$ cat config.mk
export PLATFORM = sky130hd
export DESIGN_NAME = human_size_text_parser_core
export DESIGN_NICKNAME = d
export VERILOG_FILES = /design/src/sv/hstp_pkg.sv /design/src/sv/hstp_front.sv /design/src/sv/hstp_queue.sv /design/src/sv/hstp_back.sv /design/src/sv/human_size_text_parser_core.sv
export SDC_FILE = /design/constraint.sdc
export NUM_CORES = 1
export LEC_CHECK = 0
export BUFFER_PORTS_ARGS = -buffer_cell sky130_fd_sc_hd__buf_4
export CAP_MARGIN = 20
export CORE_MARGIN = 5
export CORE_UTILIZATION = 45
export DETAILED_ROUTE_END_ITERATION = 12
export PLACE_DENSITY = 0.73
export SETUP_SLACK_MARGIN = 0.1
export SYNTH_ARGS = -nofsm -noshare
export SYNTH_HDL_FRONTEND = slang
export SYNTH_SLANG_ARGS = --single-unit
export TNS_END_PERCENT = 5
$ cat constraint.sdc
create_clock -name clk -period 12.66 [get_ports clk]
set_input_delay 1.899 -clock clk [delete_from_list [all_inputs] [get_ports clk]]
set_output_delay 1.899 -clock clk [all_outputs]
set_load 0.01 [all_outputs]
$ cat src/sv/hstp_pkg.sv
// hstp_pkg: shared types and constants for the size text parser
// channel payload structs, the token passed from classifier to scaler
// no dependencies
`default_nettype none

package hstp_pkg;

  // defaults for the top-level parameters
  localparam int MAX_CHARS_DEF       = 20;
  localparam int MAX_FRAC_DIGITS_DEF = 9;
  localparam int QUEUE_DEPTH_DEF     = 4;

  // fixed widths
  localparam int MANT_W = 64;  // mantissa and byte count
  localparam int DIV_W  = 50;  // holds 10^15, the largest divisor
  localparam int STEP_W = 8;   // divide steps, up to 64 + 80
  localparam int FRAC_W = 4;   // fraction digit count
  localparam int POW_W  = 4;   // power of 1024
  localparam int KEEP_W = 5;   // kept character count

  // input transfer
  typedef struct packed {
    logic [7:0] text_byte;
    logic       last_byte;
  } char_item_t;

  // output transfer
  typedef struct packed {
    logic [MANT_W-1:0] size_bytes;
    logic              saturated;
    logic [POW_W-1:0]  unit_power;
  } size_item_t;

  // classified character, front to back
  typedef struct packed {
    logic             take;      // character is kept and parsed
    logic             last;      // end of string
    logic             is_digit;
    logic             is_space;
    logic             is_plus;
    logic             is_minus;
    logic             is_dot;
    logic [3:0]       digit;
    logic             unit_hit;
    logic [POW_W-1:0] unit_pow;
  } token_t;

endpackage

`default_nettype wire

$ cat src/sv/hstp_front.sv
// hstp_front: takes text bytes, drops escapes, limits the kept count
// and classifies each kept character into a token; uses hstp_pkg
`default_nettype none

module hstp_front #(
  parameter int MAX_CHARS = hstp_pkg::MAX_CHARS_DEF
) (
  input  logic                clk,
  input  logic                rst,
  input  logic                char_valid,
  output logic                char_stall,
  input  hstp_pkg::char_item_t char_data,
  output logic                push,
  output hstp_pkg::token_t    push_token,
  input  logic                full
);

  localparam int KW = hstp_pkg::KEEP_W;
  localparam int PW = hstp_pkg::POW_W;
  localparam logic [KW-1:0] KEEP_MAX = KW'(MAX_CHARS);

  // character codes
  localparam logic [7:0] CH_NUL   = 8'h00;
  localparam logic [7:0] CH_TAB   = 8'h09;
  localparam logic [7:0] CH_CR    = 8'h0D;
  localparam logic [7:0] CH_SPACE = 8'h20;
  localparam logic [7:0] CH_AMP   = 8'h26;
  localparam logic [7:0] CH_PLUS  = 8'h2B;
  localparam logic [7:0] CH_MINUS = 8'h2D;
  localparam logic [7:0] CH_DOT   = 8'h2E;
  localparam logic [7:0] CH_ZERO  = 8'h30;
  localparam logic [7:0] CH_NINE  = 8'h39;
  localparam logic [7:0] CH_SEMI  = 8'h3B;
  localparam logic [7:0] CH_LOW_A = 8'h61;
  localparam logic [7:0] CH_LOW_Z = 8'h7A;
  localparam logic [7:0] CASE_GAP = 8'h20;

  // unit letter lookup on an upper-case character: {hit, power}
  function automatic logic [PW:0] unit_lookup(input logic [7:0] up);
    logic [PW:0] res;
    case (up)
      "B":     res = {1'b1, PW'(0)};
      "K":     res = {1'b1, PW'(1)};
      "M":     res = {1'b1, PW'(2)};
      "G":     res = {1'b1, PW'(3)};
      "T":     res = {1'b1, PW'(4)};
      "P":     res = {1'b1, PW'(5)};
      "E":     res = {1'b1, PW'(6)};
      "Z":     res = {1'b1, PW'(7)};
      "Y":     res = {1'b1, PW'(8)};
      default: res = '0;
    endcase
    return res;
  endfunction

  logic          in_escape;
  logic [KW-1:0] kept_count;
  logic [7:0]    c;
  logic [7:0]    upper;
  logic [PW:0]   unit;
  logic          accept;
  logic          is_nul;
  logic          esc_now;
  logic          keep;

  // classify the current byte
  assign c       = char_data.text_byte;
  assign accept  = char_valid && !full;
  assign is_nul  = (c == CH_NUL);
  assign esc_now = in_escape || (c == CH_AMP);
  assign keep    = !is_nul && !esc_now && (kept_count < KEEP_MAX);
  assign upper   = (c >= CH_LOW_A && c <= CH_LOW_Z) ? c - CASE_GAP : c;
  assign unit    = unit_lookup(upper);

  assign push       = accept && (keep || char_data.last_byte);
  assign char_stall = full;

  always_comb begin
    push_token.take     = keep;
    push_token.last     = char_data.last_byte;
    push_token.is_digit = (c >= CH_ZERO && c <= CH_NINE);
    push_token.is_space = (c == CH_SPACE) || (c >= CH_TAB && c <= CH_CR);
    push_token.is_plus  = (c == CH_PLUS);
    push_token.is_minus = (c == CH_MINUS);
    push_token.is_dot   = (c == CH_DOT);
    push_token.digit    = c[3:0];
    push_token.unit_hit = unit[PW];
    push_token.unit_pow = unit[PW-1:0];
  end

  // escape tracking and kept count, cleared at end of string
  always_ff @(posedge clk) begin
    if (rst) begin
      in_escape  <= 1'b0;
      kept_count <= '0;
    end else if (accept) begin
      if (char_data.last_byte) begin
        in_escape  <= 1'b0;
        kept_count <= '0;
      end else if (is_nul) begin
        kept_count <= KEEP_MAX;
      end else begin
        if (keep) begin
          kept_count <= kept_count + 1'b1;
        end
        in_escape <= (c == CH_SEMI) ? 1'b0 : esc_now;
      end
    end
  end

endmodule

`default_nettype wire

$ cat src/sv/hstp_queue.sv
// hstp_queue: short token queue between classifier and scaler
// register based ring buffer; uses hstp_pkg
`default_nettype none

module hstp_queue #(
  parameter int DEPTH = hstp_pkg::QUEUE_DEPTH_DEF
) (
  input  logic             clk,
  input  logic             rst,
  input  logic             push,
  input  hstp_pkg::token_t push_token,
  output logic             full,
  input  logic             pop,
  output hstp_pkg::token_t pop_token,
  output logic             empty
);

  localparam int PW = (DEPTH > 1) ? $clog2(DEPTH) : 1;
  localparam int CW = $clog2(DEPTH + 1);
  localparam logic [PW-1:0] LAST_PTR = PW'(DEPTH - 1);

  hstp_pkg::token_t entries [DEPTH];
  logic [PW-1:0]    wr_ptr;
  logic [PW-1:0]    rd_ptr;
  logic [CW-1:0]    count;
  logic             do_push;
  logic             do_pop;

  assign full      = (count == CW'(DEPTH));
  assign empty     = (count == '0);
  assign do_push   = push && !full;
  assign do_pop    = pop && !empty;
  assign pop_token = entries[rd_ptr];

  // entry storage
  always_ff @(posedge clk) begin
    if (do_push) begin
      entries[wr_ptr] <= push_token;
    end
  end

  // pointers and fill count
  always_ff @(posedge clk) begin
    if (rst) begin
      wr_ptr <= '0;
      rd_ptr <= '0;
      count  <= '0;
    end else begin
      if (do_push) begin
        wr_ptr <= (wr_ptr == LAST_PTR) ? '0 : wr_ptr + 1'b1;
      end
      if (do_pop) begin
        rd_ptr <= (rd_ptr == LAST_PTR) ? '0 : rd_ptr + 1'b1;
      end
      case ({do_push, do_pop})
        2'b10:   count <= count + 1'b1;
        2'b01:   count <= count - 1'b1;
        default: count <= count;
      endcase
    end
  end

endmodule

`default_nettype wire

$ cat src/sv/hstp_back.sv
// hstp_back: number parser and bit-serial scaler
// accumulates the mantissa per token, then divides mantissa * 1024^p
// by 10^fraction one quotient bit per cycle; uses hstp_pkg
`default_nettype none

module hstp_back #(
  parameter int MAX_FRACTION_DIGITS = hstp_pkg::MAX_FRAC_DIGITS_DEF
) (
  input  logic                 clk,
  input  logic                 rst,
  input  logic                 empty,
  output logic                 pop,
  input  hstp_pkg::token_t     pop_token,
  output logic                 size_valid,
  input  logic                 size_stall,
  output hstp_pkg::size_item_t size_data
);

  localparam int MW = hstp_pkg::MANT_W;
  localparam int DW = hstp_pkg::DIV_W;
  localparam int SW = hstp_pkg::STEP_W;
  localparam int FW = hstp_pkg::FRAC_W;
  localparam int PW = hstp_pkg::POW_W;
  localparam logic [FW-1:0] FRAC_LIM = FW'(MAX_FRACTION_DIGITS);

  typedef enum logic [2:0] {
    PH_BEFORE, PH_SIGN, PH_INT, PH_FRAC, PH_END
  } phase_t;

  typedef enum logic [1:0] {
    S_PARSE, S_DIVIDE, S_DONE
  } state_t;

  // powers of ten for the fraction digit count
  function automatic logic [DW-1:0] pow10(input logic [FW-1:0] n);
    logic [DW-1:0] v;
    case (n)
      4'd0:    v = DW'(64'd1);
      4'd1:    v = DW'(64'd10);
      4'd2:    v = DW'(64'd100);
      4'd3:    v = DW'(64'd1000);
      4'd4:    v = DW'(64'd10000);
      4'd5:    v = DW'(64'd100000);
      4'd6:    v = DW'(64'd1000000);
      4'd7:    v = DW'(64'd10000000);
      4'd8:    v = DW'(64'd100000000);
      4'd9:    v = DW'(64'd1000000000);
      4'd10:   v = DW'(64'd10000000000);
      4'd11:   v = DW'(64'd100000000000);
      4'd12:   v = DW'(64'd1000000000000);
      4'd13:   v = DW'(64'd10000000000000);
      4'd14:   v = DW'(64'd100000000000000);
      default: v = DW'(64'd1000000000000000);
    endcase
    return v;
  endfunction

  state_t        state;
  phase_t        phase;
  logic          neg;
  logic [MW-1:0] mant;
  logic          movf;
  logic [FW-1:0] fd;
  logic          unit_found;
  logic [PW-1:0] power;

  phase_t        phase_next;
  logic          neg_next;
  logic [MW-1:0] mant_next;
  logic          movf_next;
  logic [FW-1:0] fd_next;
  logic          unit_found_next;
  logic [PW-1:0] power_next;

  // job registers of the scaler
  logic          j_neg;
  logic          j_movf;
  logic [PW-1:0] j_unit;
  logic [DW-1:0] divisor;
  logic [MW-1:0] num;
  logic [DW-1:0] rem;
  logic [MW-1:0] quot;
  logic          q_ovf;
  logic [SW-1:0] steps;

  logic [MW+3:0] prod;
  logic          wrap;
  logic          start;
  logic          int_acc;
  logic [PW-1:0] job_pow;
  logic [SW-1:0] steps_init;
  logic [DW:0]   rem_sh;
  logic          ge;
  logic [DW:0]   rem_diff;
  hstp_pkg::token_t t;

  assign t   = pop_token;
  assign pop = (state == S_PARSE) && !empty;

  // times ten plus digit, with carry-out check
  assign prod = ({4'b0, mant} << 3) + ({4'b0, mant} << 1) + {{MW{1'b0}}, t.digit};
  assign wrap = |prod[MW+3:MW];

  // next parse state for one token
  always_comb begin
    phase_next      = phase;
    neg_next        = neg;
    mant_next       = mant;
    movf_next       = movf;
    fd_next         = fd;
    unit_found_next = unit_found;
    power_next      = power;
    start           = 1'b0;
    int_acc         = 1'b0;
    if (t.take) begin
      if (!unit_found && t.unit_hit) begin
        unit_found_next = 1'b1;
        power_next      = t.unit_pow;
      end
      case (phase)
        PH_BEFORE: begin
          if (!t.is_space) begin
            if (t.is_plus || t.is_minus) begin
              neg_next   = t.is_minus;
              phase_next = PH_SIGN;
            end else begin
              start = 1'b1;
            end
          end
        end
        PH_SIGN: start = 1'b1;
        PH_INT: begin
          if (t.is_dot) begin
            phase_next = PH_FRAC;
          end else if (!t.is_digit) begin
            phase_next = PH_END;
          end else begin
            int_acc = 1'b1;
          end
        end
        PH_FRAC: begin
          if (!t.is_digit) begin
            phase_next = PH_END;
          end else if (!movf && fd < FRAC_LIM && !wrap) begin
            mant_next = prod[MW-1:0];
            fd_next   = fd + 1'b1;
          end
        end
        default: ;
      endcase
      // first character of the number proper
      if (start) begin
        if (t.is_dot) begin
          phase_next = PH_FRAC;
        end else if (!t.is_digit) begin
          phase_next = PH_END;
        end else begin
          phase_next = PH_INT;
          int_acc    = 1'b1;
        end
      end
      // integer digit
      if (int_acc && !movf) begin
        if (wrap) begin
          movf_next = 1'b1;
        end else begin
          mant_next = prod[MW-1:0];
        end
      end
    end
  end

  // divide length: all mantissa bits plus ten per power of 1024
  assign job_pow    = unit_found_next ? power_next : '0;
  assign steps_init = SW'(MW) + ({{(SW-PW){1'b0}}, job_pow} << 3)
                              + ({{(SW-PW){1'b0}}, job_pow} << 1);

  // one restoring divide step
  assign rem_sh   = {rem, num[MW-1]};
  assign ge       = (rem_sh >= {1'b0, divisor});
  assign rem_diff = rem_sh - {1'b0, divisor};

  // parse, divide and hand-over sequencer
  always_ff @(posedge clk) begin
    if (rst) begin
      state      <= S_PARSE;
      phase      <= PH_BEFORE;
      neg        <= 1'b0;
      mant       <= '0;
      movf       <= 1'b0;
      fd         <= '0;
      unit_found <= 1'b0;
      power      <= '0;
      size_valid <= 1'b0;
    end else begin
      if (size_valid && !size_stall && state != S_DONE) begin
        size_valid <= 1'b0;
      end
      case (state)
        S_PARSE: begin
          if (pop) begin
            if (t.last) begin
              j_neg      <= neg_next;
              j_movf     <= movf_next;
              j_unit     <= job_pow;
              divisor    <= pow10(fd_next);
              num        <= mant_next;
              rem        <= '0;
              quot       <= '0;
              q_ovf      <= 1'b0;
              steps      <= steps_init;
              phase      <= PH_BEFORE;
              neg        <= 1'b0;
              mant       <= '0;
              movf       <= 1'b0;
              fd         <= '0;
              unit_found <= 1'b0;
              power      <= '0;
              state      <= S_DIVIDE;
            end else begin
              phase      <= phase_next;
              neg        <= neg_next;
              mant       <= mant_next;
              movf       <= movf_next;
              fd         <= fd_next;
              unit_found <= unit_found_next;
              power      <= power_next;
            end
          end
        end
        S_DIVIDE: begin
          num   <= num << 1;
          rem   <= ge ? rem_diff[DW-1:0] : rem_sh[DW-1:0];
          quot  <= {quot[MW-2:0], ge};
          q_ovf <= q_ovf || quot[MW-1];
          steps <= steps - 1'b1;
          if (steps == SW'(1)) begin
            state <= S_DONE;
          end
        end
        S_DONE: begin
          if (!size_valid || !size_stall) begin
            size_valid           <= 1'b1;
            size_data.unit_power <= j_unit;
            if (j_neg) begin
              size_data.size_bytes <= '0;
              size_data.saturated  <= 1'b0;
            end else if (j_movf || q_ovf) begin
              size_data.size_bytes <= '1;
              size_data.saturated  <= 1'b1;
            end else begin
              size_data.size_bytes <= quot;
              size_data.saturated  <= 1'b0;
            end
            state <= S_PARSE;
          end
        end
        default: state <= S_PARSE;
      endcase
    end
  end

endmodule

`default_nettype wire

$ cat src/sv/human_size_text_parser_core.sv
// human_size_text_parser_core: size text to byte count, top level
// joins hstp_front, hstp_queue and hstp_back; uses hstp_pkg
//
//   channel   | valid       | stall       | payload
//   ----------+-------------+-------------+---------------------------
//   text in   | char_valid  | char_stall  | char_data  (char_item_t)
//   size out  | size_valid  | size_stall  | size_data  (size_item_t)
//
// the classifier takes one byte per cycle while the token queue has room
// the parser retires one queued token per cycle, but none while dividing or handing over
// the last token loads the job registers, then the serial divider runs one
// step per mantissa bit, ten per unit power, then loads the output register
// rst is synchronous and empties the queue and clears all parse state
// char_stall follows queue full; size_stall holds the output register and
// the divider result waits until the register frees
`default_nettype none

module human_size_text_parser_core #(
  parameter int MAX_CHARS           = hstp_pkg::MAX_CHARS_DEF,
  parameter int MAX_FRACTION_DIGITS = hstp_pkg::MAX_FRAC_DIGITS_DEF,
  parameter int QUEUE_DEPTH         = hstp_pkg::QUEUE_DEPTH_DEF
) (
  input  logic                 clk,
  input  logic                 rst,
  input  logic                 char_valid,
  output logic                 char_stall,
  input  hstp_pkg::char_item_t char_data,
  output logic                 size_valid,
  input  logic                 size_stall,
  output hstp_pkg::size_item_t size_data
);

  logic             push;
  logic             full;
  logic             pop;
  logic             empty;
  hstp_pkg::token_t push_token;
  hstp_pkg::token_t pop_token;

  // byte classifier
  hstp_front #(
    .MAX_CHARS (MAX_CHARS)
  ) u_front (
    .clk        (clk),
    .rst        (rst),
    .char_valid (char_valid),
    .char_stall (char_stall),
    .char_data  (char_data),
    .push       (push),
    .push_token (push_token),
    .full       (full)
  );

  // token queue
  hstp_queue #(
    .DEPTH (QUEUE_DEPTH)
  ) u_queue (
    .clk        (clk),
    .rst        (rst),
    .push       (push),
    .push_token (push_token),
    .full       (full),
    .pop        (pop),
    .pop_token  (pop_token),
    .empty      (empty)
  );

  // number parser and scaler
  hstp_back #(
    .MAX_FRACTION_DIGITS (MAX_FRACTION_DIGITS)
  ) u_back (
    .clk        (clk),
    .rst        (rst),
    .empty      (empty),
    .pop        (pop),
    .pop_token  (pop_token),
    .size_valid (size_valid),
    .size_stall (size_stall),
    .size_data  (size_data)
  );

endmodule

`default_nettype wire

==> results.sh, run 1 <==
export IMPL_place_gp_congestion=0.941
export IMPL_post_cts_setup_buffers=0
export IMPL_cap_violations=0
export IMPL_die_x_um=255
export IMPL_antenna_found_initial=0
export IMPL_avgSynthCellArea_um2=10.2
export IMPL_critPathBufInv=3
export IMPL_crit_arrival_ns=6.97
export IMPL_grt_max_degree=122
export IMPL_grt_first_pass_wirelength_mm=97.7
export IMPL_finalHoldViolCount=0
export IMPL_critPathKind="flop to flop"
export IMPL_finish_utilization_pct=50.6
export IMPL_setup_viol=0
export IMPL_max_freq_mhz=151
export IMPL_drive_above_1_share_pct=8.77
export IMPL_finalNonFillerCells=3476
export IMPL_worst_slew_pin_transition_ns=1.03
export IMPL_first_global_vias=19400
export IMPL_synth_edf_count=369
export IMPL_min_period_ns=6.64
export IMPL_wl_met3_mm=3.44
export IMPL_required_ns=12.98
export IMPL_wl_met2_mm=28.1
export IMPL_syn_area_mm2=0.0269
export IMPL_cts_root_buf="clkbuf_16"
export IMPL_dpl_cell_count=3381
export IMPL_areaGrowthSynthToFinish_pct=11.1
export IMPL_cts_buffer_depth=3
export IMPL_cpMaxStageDelayCell="dfxtp_1"
export IMPL_ant_nets=0
export IMPL_top_layer="met4"
export IMPL_netlist_instances=2642
export IMPL_clk_latency_ns=0.59
export IMPL_power_density_mw_per_mm2=180
export IMPL_hp_start="u_back.j_unit[3]$_DFFE_PP_"
export IMPL_pin_count=84
export IMPL_num_rows=89
export IMPL_rsz0062_at_grt="false"
export IMPL_path_max_fanout=16
export IMPL_initial_core_util_pct=45.6
export IMPL_slew_limit_headroom_pct=31.2
export IMPL_h_tree_depth=2
export IMPL_vdd_drop_max_v=0.000159
export IMPL_die_area_mm2=0.0649
export IMPL_wire_per_inst_um=17.2
export IMPL_nets=2882
export IMPL_hpwl_mm=42.5
export IMPL_finalCritPeriodShare_pct=52.5
export IMPL_synth_fp_nets=2862
export IMPL_ys_ff_latch=465
export IMPL_power_leakage_nw=12.6
export IMPL_cts_hold_buf=0
export IMPL_routed_wl_mm=59.6
export IMPL_dr_total_vias=19900
export IMPL_hold_path_class="flop to flop"
export IMPL_synthFlopType="edfxtp_1"
export IMPL_vias_per_cell=5.72
export IMPL_fin_worst_skew_ns=0.0301
export IMPL_drc=0
export IMPL_critPathTopFamily="adder cells"
export IMPL_numCtsBuffers=50
export IMPL_fin_tns_setup_ns=0
export IMPL_drtIter0Drc=1453
export IMPL_cts_resized=0
export IMPL_cts_tree="yes"
export IMPL_dr_pass1_iters=6
export IMPL_setup_worst_path_start_class="flop"
export IMPL_dieHeight_um=255
export IMPL_clkTransAtPathRegs_ns=0.06
export IMPL_wl_met1_mm=26.8
export IMPL_design_core_area_mm2=0.0591
export IMPL_end_kind="flop"
export IMPL_yosysSeqAreaShare_pct=48.3
export IMPL_run_status="finished clean"
export IMPL_cts_sinks=465
export IMPL_grt_overflow=0
export IMPL_port_buffer_count=83
export IMPL_ys_warn_count=0
export IMPL_drv_slew=0
export IMPL_path_cells="mux4_2 -> inv_1 -> fa_1 -> inv_1 -> fa_1 -> a211oi_1 -> o21ai_0 -> o211ai_1 -> nand4_1 -> nand4_1 -> and3b_1 -> mux2_4 -> nor4_2 -> xnor2_1 -> inv_1 -> ha_1 -> o21ai_0 -> o21ai_0"
export IMPL_async_flop_share_pct=0
export IMPL_grt_use_total_pct=18.0
export IMPL_cpPeakStageDelay_ns=0.83
export IMPL_netlist_cell_type_count=85
==> flip-flops by register name, indices dropped and copies added, names as in the netlist, 2 cells and up, named ones only <==
name	count
u_back.phase	3
u_back.num	64
u_back.j_unit	4
u_back.size_data	69
u_queue.wr_ptr	2
u_back.quot	64
u_back.steps	8
u_back.divisor	43
u_front.kept_count	5
u_back.mant	64
u_back.power	4
u_queue.count	3
u_back.rem	50
u_queue.rd_ptr	2
u_queue.entries	64
u_back.state	2
u_back.fd	4
==> worst paths after layout <==
kind | end | slack [ns] | cells after the start
setup / recovery | u_back.divisor[9]$_DFFE_PP_ | 6.02 | 18
hold / removal | u_back.size_data[3]$_DFFE_PP_ | 0.42 | 0
setup reg to reg | u_back.divisor[9]$_DFFE_PP_ | 6.02 | 18
hold reg to reg | u_back.size_data[3]$_DFFE_PP_ | 0.42 | 0
==> area by class of cell <==
cell class                 instances  area, um2
fill                            5186      29200
sequential                       465      13000
multi-input combinational       1869      12700
clock buffer                      63       1370
tap                              773        967
timing repair buffer             101        783
inverter                         175        657
clock inverter                    29        408
antenna                            1       2.50
==> power breakdown <==
| part | total (mW) | switching [mW] | internal, mW |
|---|---|---|---|
| combinational | 1.65 | 1.07 | 0.584 |
| sequential | 2.16 | 0.116 | 2.04 |
| clock | 1.58 | 0.604 | 0.972 |
| total | 5.39 | 1.79 | 3.60 |
==> synthesized netlist by cell type (14+ instances only) <==
cell type | instances | area share [%]
a21o_1 | 66 | 1.8
dfxtp_1 | 96 | 7.1
xor2_1 | 56 | 1.8
o21bai_1 | 18 | 0.50
a211oi_1 | 25 | 0.70
nor2b_1 | 18 | 0.42
a21oi_1 | 194 | 3.6
nor2_1 | 224 | 3.1
o21ai_1 | 14 | 0.26
clkbuf_1 | 89 | 1.2
nand4_1 | 37 | 0.86
a22o_1 | 64 | 2.1
and2_1 | 15 | 0.35
nand3_1 | 48 | 0.89
mux2i_1 | 70 | 2.6
nand2b_1 | 22 | 0.51
nor3_1 | 34 | 0.63
nand2_1 | 258 | 3.6
o21ai_0 | 208 | 3.9
xnor2_1 | 54 | 1.8
buf_2 | 30 | 0.56
edfxtp_1 | 369 | 41
mux4_2 | 16 | 1.3
o21a_1 | 17 | 0.47
inv_1 | 173 | 2.4
nor4_1 | 19 | 0.44
ha_1 | 202 | 9.4
==> cell usage in the layout, fill, tap and decap left out, types with 25 or more instances in the layout <==
master,instances
nand4_1,37
edfxtp_1,369
nor2_1,223
xnor2_1,54
xor2_1,56
inv_1,173
ha_1,202
o21ai_0,208
nor3_1,34
buf_4,99
nand2_1,258
a21o_1,66
dfxtp_1,96
mux2i_1,70
nand3_1,48
clkbuf_16,53
a211oi_1,25
a22o_1,64
a21oi_1,192
==> worst register-to-register path, cell delays in order, from the launching register on <==
cell and delay [ns]:
dfxtp_1 0.83, mux4_2 0.34, inv_1 0.05, fa_1 0.49, inv_1 0.07, fa_1 0.48, a211oi_1 0.23, o21ai_0 0.25
o211ai_1 0.42, nand4_1 0.18, nand4_1 0.13, and3b_1 0.18, mux2_4 0.33, nor4_2 0.74, xnor2_1 0.52, inv_1 0.34
ha_1 0.40, o21ai_0 0.28, o21ai_0 0.13
==> through the flow <==
step / setup slack, ns / area [um2] / hold WS [ns] / power, mW
floorplan: 0.583 / 26900 / 0.400 / 3.51
global placement: 6.17 / 28100 / 0.419 / 3.77
detailed placement: 6.02 / 28100 / 0.405 / 3.83
CTS: 5.98 / 29900 / 0.419 / 5.43
global route: 5.59 / 29900 / 0.428 / 5.71
finish: 6.02 / 29900 / 0.419 / 5.39
==> cell families after synthesis <==
group	share of synthesized area, %
and+or+nand+nor	12.3
adders and majority gates	9.75
xor gates and xnor gates	3.58
AOI/OAI and AO/OA	17.4
buffers and inverters	4.69
muxes	4.08
DFF	48.3
==> layer usage <==
layer  up-vias  track usage (%)
met5         -                0
met4         0             4.84
met3       106             2.69
met2       558             30.4
met1      9502             24.4
li1       9710                -
Note: power is estimated with default switching activity, not from simulation.
==> run 2, diff against run 1 <==
PLACE_DENSITY = 0.71   (was 0.73)
clock period = 6.65 ns   (was 12.66 ns; I/O delays follow)
==> results.sh, run 2 (synthesis gave the netlist of run 1 again) <==
export IMPL_run_status="finished clean"
export IMPL_intPower_mw=6.78
export IMPL_p_sw_share_pct=33.8
export IMPL_grt_max_degree=130
export IMPL_nets=2886
export IMPL_vdd_drop_max_v=0.000312
export IMPL_crit_arrival_ns=6.26
export IMPL_hold_path_class="flop to flop"
export IMPL_hold_depth=0
export IMPL_required_ns=7.13
export IMPL_routed_wl_mm=60.1
export IMPL_initial_core_util_pct=45.6
export IMPL_die_x_um=255
export IMPL_antenna_found_initial=0
export IMPL_num_fill_cells=5220
export IMPL_first_global_vias=19400
export IMPL_largest_reg_flops=69
export IMPL_port_buffer_count=83
export IMPL_hold_ws_ns=0.426
export IMPL_design_core_area_mm2=0.0591
export IMPL_vias_per_cell=5.72
export IMPL_power_leakage_nw=12.6
export IMPL_cts_sinks=465
export IMPL_ant_nets=0
export IMPL_cts_buffer_depth=3
export IMPL_hp_start="u_back.j_unit[3]$_DFFE_PP_"
export IMPL_clkTransAtPathRegs_ns=0.06
export IMPL_slew_limit_headroom_pct=39.9
export IMPL_rsz0062_at_grt="false"
export IMPL_drtIter0Drc=1358
export IMPL_cts_hold_buf=0
export IMPL_pin_count=84
export IMPL_power_frac_comb_pct=30.8
export IMPL_ff2ff_setup_slack_ns=0.87
export IMPL_power_density_mw_per_mm2=342
export IMPL_grt_use_total_pct=18.1
export IMPL_setup_viol=0
export IMPL_critPathKind="flop to flop"
export IMPL_drive_above_1_share_pct=9.01
export IMPL_areaGrowthSynthToFinish_pct=11.2
export IMPL_die_area_mm2=0.0649
export IMPL_largest_register="u_back.size_data"
export IMPL_pwr_share_seq_pct=40.1
export IMPL_fin_worst_skew_ns=0.0119
export IMPL_dieHeight_um=255
export IMPL_finalHoldViolCount=0
export IMPL_switchingPower_mw=3.46
export IMPL_dr_pass1_iters=6
export IMPL_drv_slew=0
export IMPL_min_period_ns=5.78
export IMPL_worst_slew_pin_transition_ns=0.902
export IMPL_p_clk_share_pct=29.1
export IMPL_wire_per_inst_um=17.3
export IMPL_numCtsBuffers=51
export IMPL_hold_end="u_back.size_data[3]$_DFFE_PP_"
export IMPL_final_common_cell="edfxtp_1"
export IMPL_grt_overflow=0
export IMPL_dr_total_vias=19900
export IMPL_place_gp_congestion=0.874
export IMPL_path_max_fanout=34
export IMPL_fin_ws_ns=0.873
export IMPL_num_rows=89
export IMPL_grt_first_pass_wirelength_mm=98.6
export IMPL_drc=0
export IMPL_end_kind="flop"
export IMPL_cap_violations=0
export IMPL_cts_tree="yes"
export IMPL_rr_endpoint="u_back.mant[26]$_SDFFE_PP0P_"
export IMPL_cts_root_buf="clkbuf_16"
export IMPL_hpwl_mm=42.2
export IMPL_final_cell_mix="edfxtp_1, nand2_1, nor2_1"
export IMPL_post_cts_setup_buffers=0
export IMPL_finalCritPeriodShare_pct=86.9
export IMPL_max_freq_mhz=173
export IMPL_n_antenna_cell=0
export IMPL_clk_latency_ns=0.60
export IMPL_cts_resized=0
export IMPL_dpl_worst_slack_ns=0.831
export IMPL_reg2reg_depth=16
export IMPL_setup_worst_path_start_class="flop"
export IMPL_h_tree_depth=2
[run 2: cell types whose count changed in the layout (fill, tap and decap cells not counted), moves of 2 or more]
cell,previous run,this run
buf_4,99,101
bufinv_16,10,8
clkinv_2,9,7
clkinv_4,1,4
clkinvlp_4,2,6
[run 2: critical path, stage by stage (launching register included)]
cell and delay (ns):
dfxtp_1 0.43, mux4_2 0.53, ha_1 0.29, ha_1 0.24, fa_1 0.44, a211oi_1 0.23
o21ai_0 0.24, o211ai_1 0.40, o2bb2ai_1 0.21, o211a_1 0.24, nor4_1 0.19, o22ai_1 0.23
or4b_4 0.82, a21o_1 0.26, and2_2 0.38, buf_12 0.26, a22o_1 0.25
[run 2: area by class of cell]
class	count	area [um2]	share of cell area (%)
repair buffers	104	813	2.72
well taps	773	967	3.23
inverters	175	657	2.19
clock inverters	32	407	1.36
flip-flops and latches	465	13000	43.4
multi-input cells	1869	12700	42.5
clock buffers	63	1360	4.55
[run 2: how the worst max path moves through the flow]
| stage | endpoint | slack (ns) | cells past startpoint |
|---|---|---|---|
| after floorplan | u_back.size_data[0]$_DFFE_PP_ | -0.44 | 3 |
| after CTS | u_back.divisor[10]$_DFFE_PP_ | 0.78 | 15 |
| after global routing | u_back.mant[26]$_SDFFE_PP0P_ | 0.54 | 16 |
| final | u_back.mant[26]$_SDFFE_PP0P_ | 0.87 | 16 |
| after global placement | u_back.mant[30]$_SDFFE_PP0P_ | 0.93 | 15 |
| after detailed placement | u_back.divisor[13]$_DFFE_PP_ | 0.83 | 15 |
[run 2: through the flow]
step                      cells  TNS [ns]  util [%]  cell area [um2]  power [mW]
final                      3481         0      50.7            30000        10.2
after global placement     3384         0      47.6            28100        7.18
after detailed placement   3385         0      47.6            28200        7.31
after global routing       3481         0      50.7            30000        10.9
after floorplan            2642    -30.02         -            26900        6.59
after CTS                  3480         0      50.6            29900        10.3
[run 2: power groups by stage]
stage                     clock network, mW  logic (mW)  registers [mW]
after floorplan                           0        2.48            4.11
final                                  2.98        3.15            4.11
after detailed placement                  0        3.14            4.16
after global routing                   3.18        3.54            4.15
after global placement                    0        3.03            4.15
after CTS                              3.05        3.16            4.11
[run 2: metal layers]
layer	wire length, um	GRT usage (%)	vias to the layer above
li1	-	-	9735
met1	27900	25.0	9582
met2	28100	30.3	509
met3	2820	2.67	100
met4	1270	4.41	0
met5	0	0	-
==> run 3, diff against run 2 <==
CORE_ASPECT_RATIO = 1.2   (was default)
CTS_BUF_LIST = sky130_fd_sc_hd__clkbuf_16   (was default)
==> results.sh, run 3 (synthesis gave the netlist of run 1 again) <==
export IMPL_run_status="finished clean"
export IMPL_worst_slew_pin_transition_ns=1.08
export IMPL_numCtsBuffers=48
export IMPL_final_cell_mix="edfxtp_1, nand2_1, nor2_1"
export IMPL_dr_pass1_iters=6
export IMPL_nets=2881
export IMPL_n_antenna_cell=0
export IMPL_cap_violations=0
export IMPL_max_freq_mhz=165
export IMPL_critPathKind="flop to flop"
export IMPL_vias_per_cell=5.67
export IMPL_areaGrowthSynthToFinish_pct=10.9
export IMPL_place_gp_congestion=0.911
export IMPL_hpwl_mm=41.1
export IMPL_dpl_worst_slack_ns=0.611
export IMPL_clk_latency_ns=0.60
export IMPL_drive_above_1_share_pct=8.77
export IMPL_cts_resized=0
export IMPL_finalPower_mw=10.1
export IMPL_hold_depth=0
export IMPL_finalCritPeriodShare_pct=91.1
export IMPL_required_ns=6.96
export IMPL_path_max_fanout=11
export IMPL_power_leakage_nw=12.5
export IMPL_cts_root_buf="clkbuf_16"
export IMPL_hold_path_class="flop to flop"
export IMPL_drv_slew=0
export IMPL_cts_tree="yes"
export IMPL_antenna_found_initial=0
export IMPL_grt_overflow=0
export IMPL_port_buffer_count=83
export IMPL_routed_wl_mm=58.7
export IMPL_wire_per_inst_um=16.8
export IMPL_dpl_cell_count=3409
export IMPL_ant_nets=0
export IMPL_power_density_mw_per_mm2=337
export IMPL_largest_register="u_back.size_data"
export IMPL_initial_core_util_pct=45.3
export IMPL_grt_use_total_pct=17.6
export IMPL_clkTransAtPathRegs_ns=0.06
export IMPL_cts_buffer_depth=3
export IMPL_finalNonFillerCells=3501
export IMPL_setup_viol=0
export IMPL_vdd_drop_max_v=0.000271
export IMPL_drc=0
export IMPL_post_cts_setup_buffers=0
export IMPL_final_common_cell="edfxtp_1"
export IMPL_setup_worst_path_start_class="flop"
export IMPL_dieHeight_um=278
export IMPL_slew_limit_headroom_pct=27.7
export IMPL_rsz0062_at_grt="false"
export IMPL_pin_count=84
export IMPL_largest_reg_flops=69
export IMPL_h_tree_depth=2
export IMPL_die_x_um=233
export IMPL_grt_first_pass_wirelength_mm=96.9
export IMPL_cts_sinks=465
export IMPL_finalHoldViolCount=0
export IMPL_fin_ws_ns=0.592
export IMPL_cts_hold_buf=0
export IMPL_fin_tns_setup_ns=0
export IMPL_grt_max_degree=188
export IMPL_die_area_mm2=0.0649
export IMPL_first_global_vias=19600
export IMPL_dr_total_vias=19900
export IMPL_num_rows=98
export IMPL_hold_ws_ns=0.428
export IMPL_fin_worst_skew_ns=0.0258
export IMPL_crit_arrival_ns=6.37
export IMPL_design_core_area_mm2=0.0595
export IMPL_reg2reg_depth=17
export IMPL_min_period_ns=6.06
export IMPL_drtIter0Drc=1451
export IMPL_end_kind="flop"
==> run 3: cell types whose count changed in the layout (fill, tap and decap cells not counted), moves of 2 or more <==
cell       previous run  this run
inv_1               173       178
clkbuf_8              2         0
clkbuf_16            52        49
bufinv_16             8         6
clkbuf_1              9         0
clkinv_1              5         9
buf_4               101        98
==> run 3: power breakdown <==
part           total (mW)  internal, mW  switching [mW]
combinational        3.16          1.13            2.03
sequential           4.11          3.89           0.221
clock                2.79          1.60            1.19
total                10.1          6.61            3.44
==> run 3: path summary, 6_finish.rpt <==
path	start	to	slack, ns
hold / removal	u_back.j_unit[2]$_DFFE_PP_	u_back.size_data[2]$_DFFE_PP_	0.43
hold reg to reg	u_back.j_unit[2]$_DFFE_PP_	u_back.size_data[2]$_DFFE_PP_	0.43
setup reg to reg	flop	u_back.divisor[19]$_DFFE_PP_	0.59
setup / recovery	flop	u_back.divisor[19]$_DFFE_PP_	0.59
==> run 3: layer usage <==
| layer | share of wire, % | vias up | global-route usage, % |
|---|---|---|---|
| li1 | - | 9723 | - |
| met1 | 43 | 9617 | 21.7 |
| met2 | 50 | 410 | 31.6 |
| met3 | 3.6 | 116 | 2.47 |
| met4 | 2.8 | 0 | 5.71 |
| met5 | 0 | - | 0 |
==> run 3: worst max-delay path: stages, from the launching register on <==
cell,delay (ns)
dfxtp_1,0.52
mux4_2,0.55
ha_1,0.30
ha_1,0.26
fa_1,0.44
a211oi_1,0.23
o21ai_0,0.26
o211ai_1,0.43
nand4_1,0.18
nand4_1,0.13
and3b_1,0.18
mux2_4,0.34
nor4_2,0.67
mux2_2,0.53
ha_1,0.39
inv_1,0.12
mux2i_1,0.15
o21ai_0,0.10
==> run 3: through the flow <==
stage               cell area [um2]  util [%]
floorplan                     26900         -
global placement              28200      47.4
detailed placement            28200      47.4
CTS                           29800      50.1
global route                  29900      50.2
finish                        29900      50.2
==> run 3: area by class of cell <==
cell class | instances | area [um2]
clock buffer | 49 | 1230
fill | 5328 | 29600
inverter | 175 | 657
timing repair buffer | 102 | 823
clock inverter | 41 | 412
tap | 800 | 1000
sequential | 465 | 13000
multi-input combinational | 1869 | 12700
